**config.mk**
```make
export PLATFORM = sky130hd
export DESIGN_NAME = vbd_queue
export DESIGN_NICKNAME = d
export VERILOG_FILES = /design/src/design/vbd_pkg.sv /design/src/design/vbd_queue.sv
export SDC_FILE = /design/constraint.sdc
export NUM_CORES = 1
export LEC_CHECK = 0
export BUFFER_PORTS_ARGS = -buffer_cell sky130_fd_sc_hd__buf_2
export CORE_MARGIN = 4
export CORE_UTILIZATION = 60
export CTS_CLUSTER_SIZE = 10
export DETAILED_ROUTE_END_ITERATION = 10
export MAX_ROUTING_LAYER = met4
export PLACE_DENSITY = 0.83
export SKIP_LAST_GASP = 1
export SLEW_MARGIN = 20
export SYNTH_ARGS = -nofsm -noshare
export SYNTH_HDL_FRONTEND = slang
export SYNTH_SLANG_ARGS = --single-unit
```
**constraint.sdc**
```tcl
create_clock -name clk -period 7.2 [get_ports clk]
set_input_delay 1.08 -clock clk [delete_from_list [all_inputs] [get_ports clk]]
set_output_delay 1.08 -clock clk [all_outputs]
set_load 0.1 [all_outputs]
```
**src/design/vbd_pkg.sv**
```systemverilog
// ----------------------------------------------------------------------------
// vbd_pkg
// Shared types and constants of the volume block downsampler.
// ----------------------------------------------------------------------------
`default_nettype none
package vbd_pkg;

  localparam int MAX_OUT_PIXELS_DEF = 4096;
  localparam int MAX_FACTOR_DEF     = 8;
  localparam int FRAC_BITS_DEF      = 8;

  localparam int FACT_W  = 5;
  localparam int OSXY_W  = 7;
  localparam int OSZ_W   = 11;
  localparam int IDX_W   = 16;
  localparam int SUM_W   = 24;
  localparam int CNT_W   = 10;
  localparam int VAL_W   = 16;
  localparam int RES_W   = 24;
  localparam int COL_W   = 6;
  localparam int SLICE_W = 10;
  localparam int CIDX_W  = 3;
  localparam int CDAT_W  = 11;

  localparam logic [OSXY_W-1:0] OSXY_MAX = 7'd64;
  localparam logic [OSZ_W-1:0]  OSZ_MAX  = 11'd1024;

  typedef enum logic [CIDX_W-1:0] {
    REG_MODE   = 3'd0,
    REG_FACT_X = 3'd1,
    REG_FACT_Y = 3'd2,
    REG_FACT_Z = 3'd3,
    REG_SIZE_X = 3'd4,
    REG_SIZE_Y = 3'd5,
    REG_SIZE_Z = 3'd6,
    REG_NONE   = 3'd7
  } reg_idx_t;

  typedef struct packed {
    logic              mode_subsample;
    logic [FACT_W-1:0] fx;
    logic [FACT_W-1:0] fy;
    logic [FACT_W-1:0] fz;
    logic [OSXY_W-1:0] osx;
    logic [OSXY_W-1:0] osy;
    logic [OSZ_W-1:0]  osz;
  } cfg_t;

  typedef struct packed {
    logic signed [VAL_W-1:0] value;
    logic [IDX_W-1:0]        idx;
    logic                    first;
    logic                    centre;
    logic                    last;
    logic                    done;
    logic [COL_W-1:0]        lx;
    logic [COL_W-1:0]        ly;
    logic [SLICE_W-1:0]      lz;
  } item_t;

endpackage
`default_nettype wire

```
**src/design/vbd_queue.sv**
```systemverilog
// ----------------------------------------------------------------------------
// vbd_queue
// Short queue of tagged voxels between the front and back parts.
// ----------------------------------------------------------------------------
`default_nettype none
module vbd_queue #(
  parameter int DEPTH = 4,
  localparam int PW = (DEPTH > 1) ? $clog2(DEPTH) : 1
) (
  input  wire logic           clk,
  input  wire logic           rst,
  input  wire logic           wr,
  input  wire vbd_pkg::item_t wr_item,
  output logic                full,
  input  wire logic           rd,
  output vbd_pkg::item_t      rd_item,
  output logic                empty
);

  vbd_pkg::item_t slots [DEPTH];
  logic [PW-1:0]  wptr, rptr;
  logic [PW:0]    count;

  assign full    = (count == (PW+1)'(DEPTH));
  assign empty   = (count == '0);
  assign rd_item = slots[rptr];

  always_ff @(posedge clk) begin
    if (wr) begin
      slots[wptr] <= wr_item;
    end
    if (rst) begin
      wptr  <= '0;
      rptr  <= '0;
      count <= '0;
    end else begin
      if (wr) begin
        wptr <= (wptr == PW'(DEPTH - 1)) ? '0 : wptr + 1'b1;
      end
      if (rd) begin
        rptr <= (rptr == PW'(DEPTH - 1)) ? '0 : rptr + 1'b1;
      end
      count <= count + (PW+1)'(wr) - (PW+1)'(rd);
    end
  end

endmodule
`default_nettype wire

```
## Word-level counts from Yosys, hierarchy flattened

Memories as Yosys holds them, arrays and structs flattened. A register that Yosys moved wholly into a read port is not among the register bits.
Index checks and enable logic that the tools add are counted.

| word-level totals | value |
|---|---|
| RAM bits | 232 |
| word-level logic and storage cells | 18 |
| memories kept | 1 |
| bits in latches | 0 |
| bits of input ports | 62 |
| bits in read-only memories | 0 |
| flip-flop bits (word level) | 7 |

Memories:

| memory | words | bits a word | read ports | clocked after Yosys merged registers in | write ports | line | text |
|---|---|---|---|---|---|---|---|
| slots | 4 | 58 | 1 | 1 | 1 | vbd_queue.sv:20 | `vbd_pkg::item_t slots [DEPTH];` |

| operators by class | value |
|---|---|
| multiplexer cells | 6 |
| order comparisons | 0 |
| reductions and logical operators | 1 |
| bitwise logic cells | 0 |
| shift operators | 0 |
| add/sub/neg operators | 4 |
| div/mod/pow operators | 0 |
| multiply operators | 0 |
| equality and inequality tests | 3 |

Operators by type and width:

| operator | number |
|---|---|
| $mux W2 | 4 |
| $add A2 B1 Y2 const B | 2 |
| $eq A2 B2 Y1 const B | 2 |
| $add A3 B1 Y3 | 1 |
| $eq A3 B3 Y1 const B | 1 |
| $logic_not A3 Y1 | 1 |
| $sub A3 B1 Y3 | 1 |
| $mux W1 | 2 |

## Longest topological paths before layout

| depth | value |
|---|---|
| depth after elaboration | 4 |
| gate-level depth with buffers | 7 |
| mapped depth without buffers | 7 |

## Worst setup path after synthesis

OpenSTA, ideal clock, no wires.

| path | value |
|---|---|
| path kind | flip-flop to output port |
| from | register count[1] |
| to | output port empty |
| required time | 6.120 ns |
| setup slack | 3.728 ns |
| stages on the path, launching flop included | 2 |
| arrival | 2.392 ns |
| cells stage by stage | dfxtp_1 nor3_1 |

| between the ends | value |
|---|---|
| word-level cells in the longest chain between the ends | 1 |

RTL lines:

| item | line | text |
|---|---|---|
| start: declaration | vbd_queue.sv:22 | `logic [PW:0] count;` |
| start signal: assignment | vbd_queue.sv:43 | `count <= count + (PW+1)'(wr) - (PW+1)'(rd);` |
| $logic_not A3 Y1 | vbd_queue.sv:25 | `assign empty = (count == '0);` |
| end: declaration | vbd_queue.sv:17 | `output logic empty` |

No other way between the ends.

==> flow_summary.json <==
{
  "critical_path_class": "register to output port",
  "tightest_slew_ns": 0.897,
  "fin_nets": 556,
  "fillers": 831,
  "cp_max_fo": 37,
  "initial_core_util_pct": 61.1,
  "seq_area_frac_synth_pct": 80.8,
  "max_freq_mhz": 274,
  "antenna_left": 0,
  "drv_slew": 0,
  "vias_per_cell": 5.77,
  "final-setup-viol-count": 0,
  "min_period_over_period_pct": 50.8,
  "cts_hold_buf": 0,
  "hold_violations": 0,
  "placed_cells": 640,
  "drc": 0,
  "cts_tree": "built",
  "synth.cell_area_sq_um": 8850,
  "drv_cap": 0,
  "fin_cells": 695,
  "synth_seq_cells": 241,
  "syn2layout_area_growth_pct": 17.8,
  "wirelength_um": 15100,
  "drive_gt1_share_pct": 43.1,
  "dp.final_hpwl_um": 8540,
  "whs_ns": 0.514,
  "first_global_vias": 4326,
  "grt_first_pass_wirelength_um": 23800,
  "synthCells": 346,
  "grt_usage_pct": 19.4,
  "crit_arrival_ns": 2.58,
  "endpoint_kind": "output port",
  "root_buffer": "clkbuf_16",
  "portBuffers": 121,
  "gp_congestion": 0.695,
  "ios": 122,
  "worstSetupStartpointType": "register",
  "cts.sinks": 241,
  "power_mw": 3.45,
  "antenna_found_initial": 3,
  "synthDistinctLibCells": 21,
  "drtIter0Drc": 229,
  "drt-pass1-iter-count": 4,
  "finClkSkew_ns": 0.0128,
  "rsz0062_at_grt": "no",
  "p_leak_nw": 3.55,
  "die_h_um": 129,
  "yosysWarnings": 0,
  "die_x_um": 129,
  "row_count": 44,
  "routedWlPerCell_um": 21.8,
  "dieArea_sq_um": 16800,
  "numCtsBuffers": 28,
  "final.setup.tns_ns": 0,
  "core_sq_um": 14500,
  "syn_area_per_cell_sq_um": 25.6,
  "finalCriticalPeriod_ns": 3.66,
  "grt_overflow": 0,
  "clkLatencyLatePin_ns": 0.51,
  "relSlewSlack_pct": 40.2,
  "min-delay-path-class": "register to register",
  "cts_buffer_depth": 3,
  "path_clk_slew_ns": 0.05,
  "grt_max_degree": 59,
  "cts_resized": 0,
  "cts_setup_buffers": 0,
  "crit_required_ns": 6.12,
  "worst_ir_drop_vdd_uv": 234,
  "htree_levels": 1,
  "vias": 4012,
  "synth_fp_nets": 416,
  "cellPowerDensity_nw_per_um2": 331,
  "status": "finished, final reports clean"
}
[cell families (layout without fill, tap and decap cells)]
logic type	after synthesis	in the layout	synth area share (%)
other	0	3	0
muxes	60	60	15.0
AOI/OAI and AO/OA	2	2	0.113
buffers and inverters	19	181	1.61
and+or+nand+nor	15	15	1.02
DFF	241	241	80.8
adders and majority gates	8	8	1.22
xor gates and xnor gates	1	1	0.269
[placed cells by master (no fill, tap or decap)]
cell type and instances:
and3_1 1, buf_4 1, or3b_2 2, dfxtp_2 1, clkbuf_16 29, nor2_1 3
mux4_2 58, dfxtp_4 1, a21oi_1 2, mux2i_1 2, inv_1 6, buf_6 1
buf_2 121, nor3_1 1, clkbuf_1 22, nand2b_1 2, nor2b_1 2, diode_2 3
ha_1 7, and2_4 4, inv_6 1, fa_1 1, xor3_1 1, dfxtp_1 7
edfxtp_1 232
[routing by layer]
metal	track usage, %	share of wire (%)	up-vias
li1	-	-	1757
met1	25.5	41	2096
met2	31.7	51	137
met3	4.08	6.7	22
met4	5.01	1.3	0
met5	-	0	-
[flip-flops by register name, indices dropped and copies added, names as in the netlist, named ones only]
| name | cells |
|---|---|
| rptr | 2 |
| slots | 232 |
| count | 3 |
| wptr | 2 |
[path summary, 6_finish.rpt]
path / start / end / slack, ns / cells past startpoint
max: register / rd_item[53] / 3.54 / 3
min: rptr[0] / register / 0.51 / 2
max reg2reg: count[0] / count[2] / 5.39 / 7
min reg2reg: rptr[0] / register / 0.51 / 2
[cells in the mapped netlist]
cell / count / area (sq um)
mux2i_1: 2 / 20.0
mux4_2: 58 / 1310
buf_4: 3 / 22.5
buf_6: 1 / 11.3
dfxtp_1: 9 / 180
and2_1: 4 / 25.0
a21oi_1: 2 / 10.0
buf_1: 3 / 11.3
or3b_2: 2 / 17.5
nand2b_1: 2 / 12.5
ha_1: 7 / 87.6
xor3_1: 1 / 23.8
and3_1: 1 / 6.26
edfxtp_1: 232 / 6970
buf_12: 3 / 60.1
inv_1: 6 / 22.5
nor2_1: 3 / 11.3
nor3_1: 1 / 5.00
buf_2: 3 / 15.0
nor2b_1: 2 / 12.5
fa_1: 1 / 20.0
[final cells by class]
cell class / count / area, sq um / area share (%)
antenna: 3 / 7.51 / 0.0720
multi-input combinational: 86 / 1570 / 15.0
timing repair buffer: 123 / 624 / 5.99
clock inverter: 1 / 8.76 / 0.0840
inverter: 6 / 22.5 / 0.216
clock buffer: 51 / 808 / 7.76
sequential: 241 / 7150 / 68.6
tap: 184 / 230 / 2.21
[stage by stage]
step / setup WS, ns / util (%) / instance area [sq um]
6_report: 3.54 / 72.0 / 10400
4_1_cts: 3.29 / 71.9 / 10400
2_1_floorplan: 3.73 / - / 8850
3_5_place_dp: 3.83 / 66.3 / 9590
5_1_grt: 3.40 / 72.0 / 10400
3_3_place_gp: 3.83 / 66.3 / 9590
[report_power, final]
part	leakage [nW]	total [mW]	switching [mW]	internal (mW)
logic	0.956	0.578	0.455	0.123
registers	2.21	1.62	0.0217	1.60
clock network	0.388	1.25	0.496	0.749
[critical path: stages (launching register included)]
cell	delay, ns
dfxtp_2	0.70
buf_4	0.56
mux4_2	0.33
buf_2	0.44
No activity file was read; power rests on OpenSTA's default activity.
