### src/design/vbd_pkg.sv
// ----------------------------------------------------------------------------
// vbd_pkg
// Shared types and constants of the volume block downsampler.
// ----------------------------------------------------------------------------
`default_nettype none
package vbd_pkg;

  localparam int MAX_OUT_PIXELS_DEF = 4096;
  localparam int MAX_FACTOR_DEF     = 8;
  localparam int FRAC_BITS_DEF      = 8;

  localparam int FACT_W  = 5;
  localparam int OSXY_W  = 7;
  localparam int OSZ_W   = 11;
  localparam int IDX_W   = 16;
  localparam int SUM_W   = 24;
  localparam int CNT_W   = 10;
  localparam int VAL_W   = 16;
  localparam int RES_W   = 24;
  localparam int COL_W   = 6;
  localparam int SLICE_W = 10;
  localparam int CIDX_W  = 3;
  localparam int CDAT_W  = 11;

  localparam logic [OSXY_W-1:0] OSXY_MAX = 7'd64;
  localparam logic [OSZ_W-1:0]  OSZ_MAX  = 11'd1024;

  typedef enum logic [CIDX_W-1:0] {
    REG_MODE   = 3'd0,
    REG_FACT_X = 3'd1,
    REG_FACT_Y = 3'd2,
    REG_FACT_Z = 3'd3,
    REG_SIZE_X = 3'd4,
    REG_SIZE_Y = 3'd5,
    REG_SIZE_Z = 3'd6,
    REG_NONE   = 3'd7
  } reg_idx_t;

  typedef struct packed {
    logic              mode_subsample;
    logic [FACT_W-1:0] fx;
    logic [FACT_W-1:0] fy;
    logic [FACT_W-1:0] fz;
    logic [OSXY_W-1:0] osx;
    logic [OSXY_W-1:0] osy;
    logic [OSZ_W-1:0]  osz;
  } cfg_t;

  typedef struct packed {
    logic signed [VAL_W-1:0] value;
    logic [IDX_W-1:0]        idx;
    logic                    first;
    logic                    centre;
    logic                    last;
    logic                    done;
    logic [COL_W-1:0]        lx;
    logic [COL_W-1:0]        ly;
    logic [SLICE_W-1:0]      lz;
  } item_t;

endpackage
`default_nettype wire

### src/design/vbd_front.sv
// ----------------------------------------------------------------------------
// vbd_front
// Tracks the high-resolution position and tags each voxel with its block.
// ----------------------------------------------------------------------------
`default_nettype none
module vbd_front #(
  parameter int MAX_OUT_PIXELS = vbd_pkg::MAX_OUT_PIXELS_DEF,
  localparam int IW = (MAX_OUT_PIXELS > 1) ? $clog2(MAX_OUT_PIXELS) : 1
) (
  input  wire logic                          clk,
  input  wire logic                          rst,
  input  wire vbd_pkg::cfg_t                 cfg,
  input  wire logic                          restart,
  input  wire logic                          accept,
  input  wire logic signed [vbd_pkg::VAL_W-1:0] voxel_value,
  output vbd_pkg::item_t                     item
);

  logic [vbd_pkg::FACT_W-1:0]  ox, oy, oz;
  logic [vbd_pkg::COL_W-1:0]   lx, ly;
  logic [vbd_pkg::SLICE_W-1:0] lz;
  logic [IW-1:0]               idx, rowbase;
  logic last_ox, last_oy, last_oz, end_lx, end_ly, end_lz;
  logic [IW-1:0] idx_inc;

  assign last_ox = (ox == cfg.fx - 1'b1);
  assign last_oy = (oy == cfg.fy - 1'b1);
  assign last_oz = (oz == cfg.fz - 1'b1);
  assign end_lx  = ({1'b0, lx} == cfg.osx - 1'b1);
  assign end_ly  = ({1'b0, ly} == cfg.osy - 1'b1);
  assign end_lz  = ({1'b0, lz} == cfg.osz - 1'b1);
  assign idx_inc = (idx == IW'(MAX_OUT_PIXELS - 1)) ? '0 : idx + 1'b1;

  always_comb begin
    item.value  = voxel_value;
    item.idx    = vbd_pkg::IDX_W'(idx);
    item.first  = (ox == '0) && (oy == '0) && (oz == '0);
    item.centre = (ox == (cfg.fx >> 1)) && (oy == (cfg.fy >> 1)) && (oz == (cfg.fz >> 1));
    item.last   = last_ox && last_oy && last_oz;
    item.done   = item.last && end_lx && end_ly && end_lz;
    item.lx     = lx;
    item.ly     = ly;
    item.lz     = lz;
  end

  always_ff @(posedge clk) begin
    if (rst || restart) begin
      ox <= '0; oy <= '0; oz <= '0;
      lx <= '0; ly <= '0; lz <= '0;
      idx <= '0; rowbase <= '0;
    end else if (accept) begin
      if (!last_ox) begin
        ox <= ox + 1'b1;
      end else begin
        ox <= '0;
        if (!end_lx) begin
          lx  <= lx + 1'b1;
          idx <= idx_inc;
        end else begin
          lx <= '0;
          if (!last_oy) begin
            oy  <= oy + 1'b1;
            idx <= rowbase;
          end else begin
            oy <= '0;
            if (!end_ly) begin
              ly      <= ly + 1'b1;
              idx     <= idx_inc;
              rowbase <= idx_inc;
            end else begin
              ly      <= '0;
              idx     <= '0;
              rowbase <= '0;
              if (!last_oz) begin
                oz <= oz + 1'b1;
              end else begin
                oz <= '0;
                lz <= end_lz ? '0 : lz + 1'b1;
              end
            end
          end
        end
      end
    end
  end

endmodule
`default_nettype wire

### config.mk
export PLATFORM = sky130hd
export DESIGN_NAME = vbd_front
export DESIGN_NICKNAME = d
export VERILOG_FILES = /design/src/design/vbd_pkg.sv /design/src/design/vbd_front.sv
export SDC_FILE = /design/constraint.sdc
export NUM_CORES = 1
export LEC_CHECK = 0
export BUFFER_PORTS_ARGS = -buffer_cell sky130_fd_sc_hd__buf_2
export CORE_MARGIN = 3
export CORE_UTILIZATION = 30
export CTS_BUF_LIST = sky130_fd_sc_hd__clkbuf_8 sky130_fd_sc_hd__clkbuf_16
export DETAILED_ROUTE_END_ITERATION = 7
export GPL_ROUTABILITY_DRIVEN = 0
export SKIP_LAST_GASP = 1
export SLEW_MARGIN = 5
export SYNTH_ARGS = -nofsm -noshare
export SYNTH_HDL_FRONTEND = slang
export SYNTH_SLANG_ARGS = --single-unit
### constraint.sdc
create_clock -name clk -period 2.5 [get_ports clk]
set_input_delay 0.125 -clock clk [delete_from_list [all_inputs] [get_ports clk]]
set_output_delay 0.125 -clock clk [all_outputs]
set_load 0.1 [all_outputs]
Yosys cells after proc, flatten, opt, wreduce, memory -nomap -nowiden
Index checks and enable logic that the tools add are counted.
{"block": "totals", "reg_bits": 61, "in_bits": 61, "out_inout_bits": 58, "wordCells": 59}
{"block": "op_classes", "add_sub_neg": 13, "n_eq_ne": 10, "n_mux": 10, "reduce_logical": 18}
{"op": "two-way mux 12 bit", "count": 4}
{"op": "adder 5 x 1 -> 5 bit, second input constant", "count": 3}
{"op": "equality test 5 x 4 -> 1 bit", "count": 3}
{"op": "equality test 5 bit", "count": 3}
{"op": "logical NOT 5 bit", "count": 3}
{"op": "two-way mux 5 bit", "count": 3}
{"op": "subtractor 5 x 1 -> 5 bit, second input constant", "count": 3}
{"op": "equality test 6 x 7 -> 1 bit", "count": 2}
{"op": "subtractor 7 x 1 -> 7 bit, second input constant", "count": 2}
{"op": "adder 12 x 1 -> 12 bit, second input constant", "count": 1}
{"op": "adder 6 x 1 -> 6 bit, second input constant", "count": 2}
{"op": "equality test 12 bit, second input constant", "count": 1}
{"op": "two-way mux 6 bit", "count": 2}
{"op": "equality test 10 x 11 -> 1 bit", "count": 1}
{"op": "subtractor 11 x 1 -> 11 bit, second input constant", "count": 1}
{"op": "adder 10 x 1 -> 10 bit, second input constant", "count": 1}
{"op": "two-way mux 10 bit", "count": 1}
{"op": "logical AND 1 bit", "count": 9}
{"op": "AND reduction 6 bit", "count": 1}
{"op": "AND reduction 5 bit", "count": 1}
{"op": "AND reduction 4 bit", "count": 1}
{"op": "AND reduction 3 bit", "count": 1}
{"op": "AND reduction 2 bit", "count": 1}
{"op": "logical OR 1 bit", "count": 1}

Logic depth before layout (Yosys ltp)
{"block": "logic_depth", "word_depth": 7, "depth_mapped": 12, "depth_no_buf": 9}

Worst setup path before layout
Ideal clock, no wire load.
{"block": "synth_path", "path_kind": "register to output", "start": "reg oz[4] (netlist name)", "end": "out item[25] (netlist name)", "arrival_ns": 3.904, "required_ns": 2.375, "slack_ns": -1.529, "stages_incl_launch_ff": 4, "path_buffers": 0, "cell_sequence": "dfxtp_1 or3_1 or4_1 nor4_1"}
{"element": "from (decl)", "line": "vbd_front.sv:19", "rtl": "logic [vbd_pkg::FACT_W-1:0] ox, oy, oz;"}
{"element": "from (signal assigned)", "line": "vbd_front.sv:75", "rtl": "oz <= oz + 1'b1;"}
{"element": "to (decl)", "line": "vbd_front.sv:16", "rtl": "output vbd_pkg::item_t item"}

==> impl_metrics.yaml <==
outcome:
  outcome: "finished, final reports clean"
die:
  core_sq_um: 14700
  start_util_pct: 30.98
  chipHeight_microns: 129.2
  die_w_microns: 129.2
  pin_count: 119
  row_count: 44
  die_area_sq_um: 16690
clocking:
  cts_tree: "built"
  insertion_delay_ps: 330
  cts_inserted_buffers: 9
  clk_pin_slew_ps: 60
  cts_buffer_depth: 2
  cts_max_level: 3
  clock-sinks: 61
  cts_root_buf: "clkbuf_16"
power:
  p_sw_uw: 650.8
  switching_share_pct: 24.49
  power_frac_clock_pct: 51.6
  power_leakage_nw: 2.145
  power.total_mw: 2.657
  seqPwrFrac_pct: 36.4
  p_per_area_nw_per_um2: 464.2
  ir_drop_uv: 285.4
  p_int_mw: 2.006
  combPwrFrac_pct: 12.0
flow_run:
  max-cap-violations: 0
global_route:
  grtUsageTotal_pct: 15.36
  antenna_found_initial: 0
  globalRouteOverflowTotal: 0
  grt_max_degree: 38
  grt_pass1_wl_microns: 20820
  grt_pass1_vias: 4129
cells_and_area:
  fin_nets: 763
  fill_cells: 1510
  multiInputGateArea_sq_um: 3078
  antenna_cells: 0
  ff_latch_area_sq_um: 1266
  drive_above_1_share_pct: 25.47
  area_growth_pct: 25.72
sta:
  rsz0062_at_grt: "no"
  layout_setup_ws_ps: 118.2
  skew_ps: 10.94
  drv_slew: 0
  hold_viol: 0
  tightest_slew_ps: 681.5
  max_freq_mhz: 419.9
  setup_violations: 0
  relSlewSlack_pct: 54.22
  final.min_clock_period_ps: 2382
  fin_crit_sh_pct: 95.27
route:
  via_count: 4506
  drt_iter0_markers: 265
  routed_wl_microns: 12860
  vias_per_cell: 5.150
  drc: 0
  first_pass_iters: 5
  ant_nets: 0
  avgRoutedWirePerCell_microns: 14.70
setup_path:
  endpoint_kind: "output pin"
  crit_type: "reg -> out"
  critPathMaxFanout: 14
  start_kind: "register"
  cp-startpoint: "lx[2]"
  critPathRequiredTime_ps: 2380
  crit_arrival_ps: 2260
  r2r_start: "ly[4]"
logic_synthesis:
  syn_avg_cell_area_sq_um: 7.627
  synth_top_area_share_pct: 26.82
  synth_area_leaders: "dfxtp_1 (27%), xnor2_1 (9.6%), xor2_1 (5.4%)"
  yosys_register_bits: 61
  synth_cells: 597
  yosysWarnings: 0
  yosysSeqAreaShare_pct: 26.82
  synthFlopType: "dfxtp_1"
  synth-edff-count: 0
  synth_cell_types: 58
  synth_top_area_cell: "dfxtp_1"
  async_reset_ff_share_pct: 0
  mappedNetlistArea_sq_um: 4553
min_path:
  hp-start: "accept"
  hold_path.class: "in -> reg"
placement:
  portBuffers: 81
  dp_slack_ps: -30.93
  place.detailed.hpwl_microns: 9710
==> kinds of logic (layout without fill, tap and decap cells) <==
logic type,count (synthesis),count (layout),share of synthesized area [%]
AOI/OAI and AO/OA,113,113,15.72
and+or+nand+nor,256,256,29.95
xor gates and xnor gates,78,78,15.00
adders and majority gates,16,16,4.397
muxes,2,2,0.4397
buffers and inverters,70,161,7.584
other,1,4,0.08236
DFF,61,61,26.82
==> stage by stage <==
stage | util (%) | cells | instance area (sq um) | TNS, ps | hold slack, ps
floorplan | - | 600 | 4646 | -715.2 | 411.2
CTS | 38.61 | 873 | 5675 | 0 | 164.5
global placement | 36.26 | 857 | 5330 | -41.76 | 250.7
global route | 38.94 | 875 | 5724 | 0 | 188.1
finish | 38.94 | 875 | 5724 | 0 | 176.4
detailed placement | 36.26 | 857 | 5330 | -82.66 | 250.7
==> cells in the mapped netlist, drive strengths merged (3+ instances only) <==
cell	instances
a21oi	27
o22ai	8
nor3	24
a22oi	3
nand3b	8
and4	5
nand2b	4
xor2	28
nor4	7
nand3	27
xnor2	50
nor2	43
and2	4
nor4b	3
and3	5
ha	16
or2	5
o211ai	4
nand2	55
o31ai	4
dfxtp	61
clkbuf	21
nand4b	3
a31oi	5
o21ai	33
a21boi	8
or4	7
a21o	7
nand4	23
or3	19
buf	24
nor2b	7
inv	25
==> power by group through the flow <==
| stage | sequential, mW | clock [mW] | combinational [mW] |
|---|---|---|---|
| 5_1_grt | 0.967 | 1.43 | 0.349 |
| 3_3_place_gp | 0.988 | 0 | 0.305 |
| 2_1_floorplan | 0.993 | 0 | 0.317 |
| 3_5_place_dp | 0.988 | 0 | 0.307 |
| 4_1_cts | 0.968 | 1.40 | 0.312 |
| 6_report | 0.968 | 1.37 | 0.318 |
==> worst paths after layout <==
check             slack, ps          to  cells past startpoint
setup / recovery        120    item[22]                      7
hold / removal          180       ox[0]                      3
setup reg to reg        160      idx[5]                      6
hold reg to reg         450  rowbase[7]                      2
==> critical path, cell delays in order, from the launching register on <==
cell and delay [ps]:
dfxtp_4 370, or3_1 410, a31oi_4 210, and4_4 250
buf_4 210, nand3_2 140, nor2_4 150, buf_12 180
==> placed cells by master, fill, tap and decap left out, types with 3 or more instances in the layout <==
master	synthesis	final
nand4b_1	3	3
and4_1	5	3
buf_4	20	39
a22oi_1	3	3
or4_1	7	7
inv_1	25	27
ha_1	16	15
nand3_1	27	26
xor2_1	28	28
o21ai_1	10	10
nor2b_1	7	7
dfxtp_2	0	12
nor2_1	43	42
buf_2	4	79
nand3b_1	8	8
nor3_1	24	22
conb_1	1	4
dfxtp_1	61	41
a31oi_1	5	4
or2_2	4	4
and2_1	4	4
o211ai_1	4	4
o22ai_1	8	8
clkbuf_16	0	9
o31ai_1	3	3
nand4_1	23	23
nor4_1	7	5
nand2b_1	4	4
and3_1	5	5
a21oi_1	27	27
xnor2_1	50	49
nand2_1	55	54
or3_1	18	18
nor4b_1	3	3
a21o_1	7	7
o21ai_0	23	23
dfxtp_4	0	8
a21boi_0	8	8
==> per-layer routing <==
layer  global-route usage, %  vias to the layer above  part of all wire, %  wire length [microns]
met5                       0                        -                    0                      0
met4                   4.694                        0                  1.5                    189
met3                   2.803                       17                  5.2                    666
met2                   25.40                      115                   47                   6005
met1                   20.39                     2091                   47                   6003
li1                        -                     2283                    -                      -
==> flip-flops by register name, indices dropped and copies added, names as in the netlist <==
name	count
lx	6
ox	5
ly	6
lz	10
oz	5
rowbase	12
oy	5
idx	12
==> timing repair <==
| action | in CTS | in global routing |
|---|---|---|
| setup endpoints to repair | 1 | 11 |
| setup buffers | 0 | 2 |
| pin swaps | 1 | 2 |
| gates resized for setup | 3 | 7 |
| hold buffers | 0 | 0 |
==> layout make-up <==
type | count | share of cell area (%)
multi-input cells | 469 | 53.77
flip-flops and latches | 61 | 22.12
repair buffers | 120 | 12.72
clock buffers | 11 | 4.415
well taps | 184 | 4.022
inverters | 25 | 1.639
clock inverters | 5 | 1.311
No activity file was read; power rests on OpenSTA's default activity.
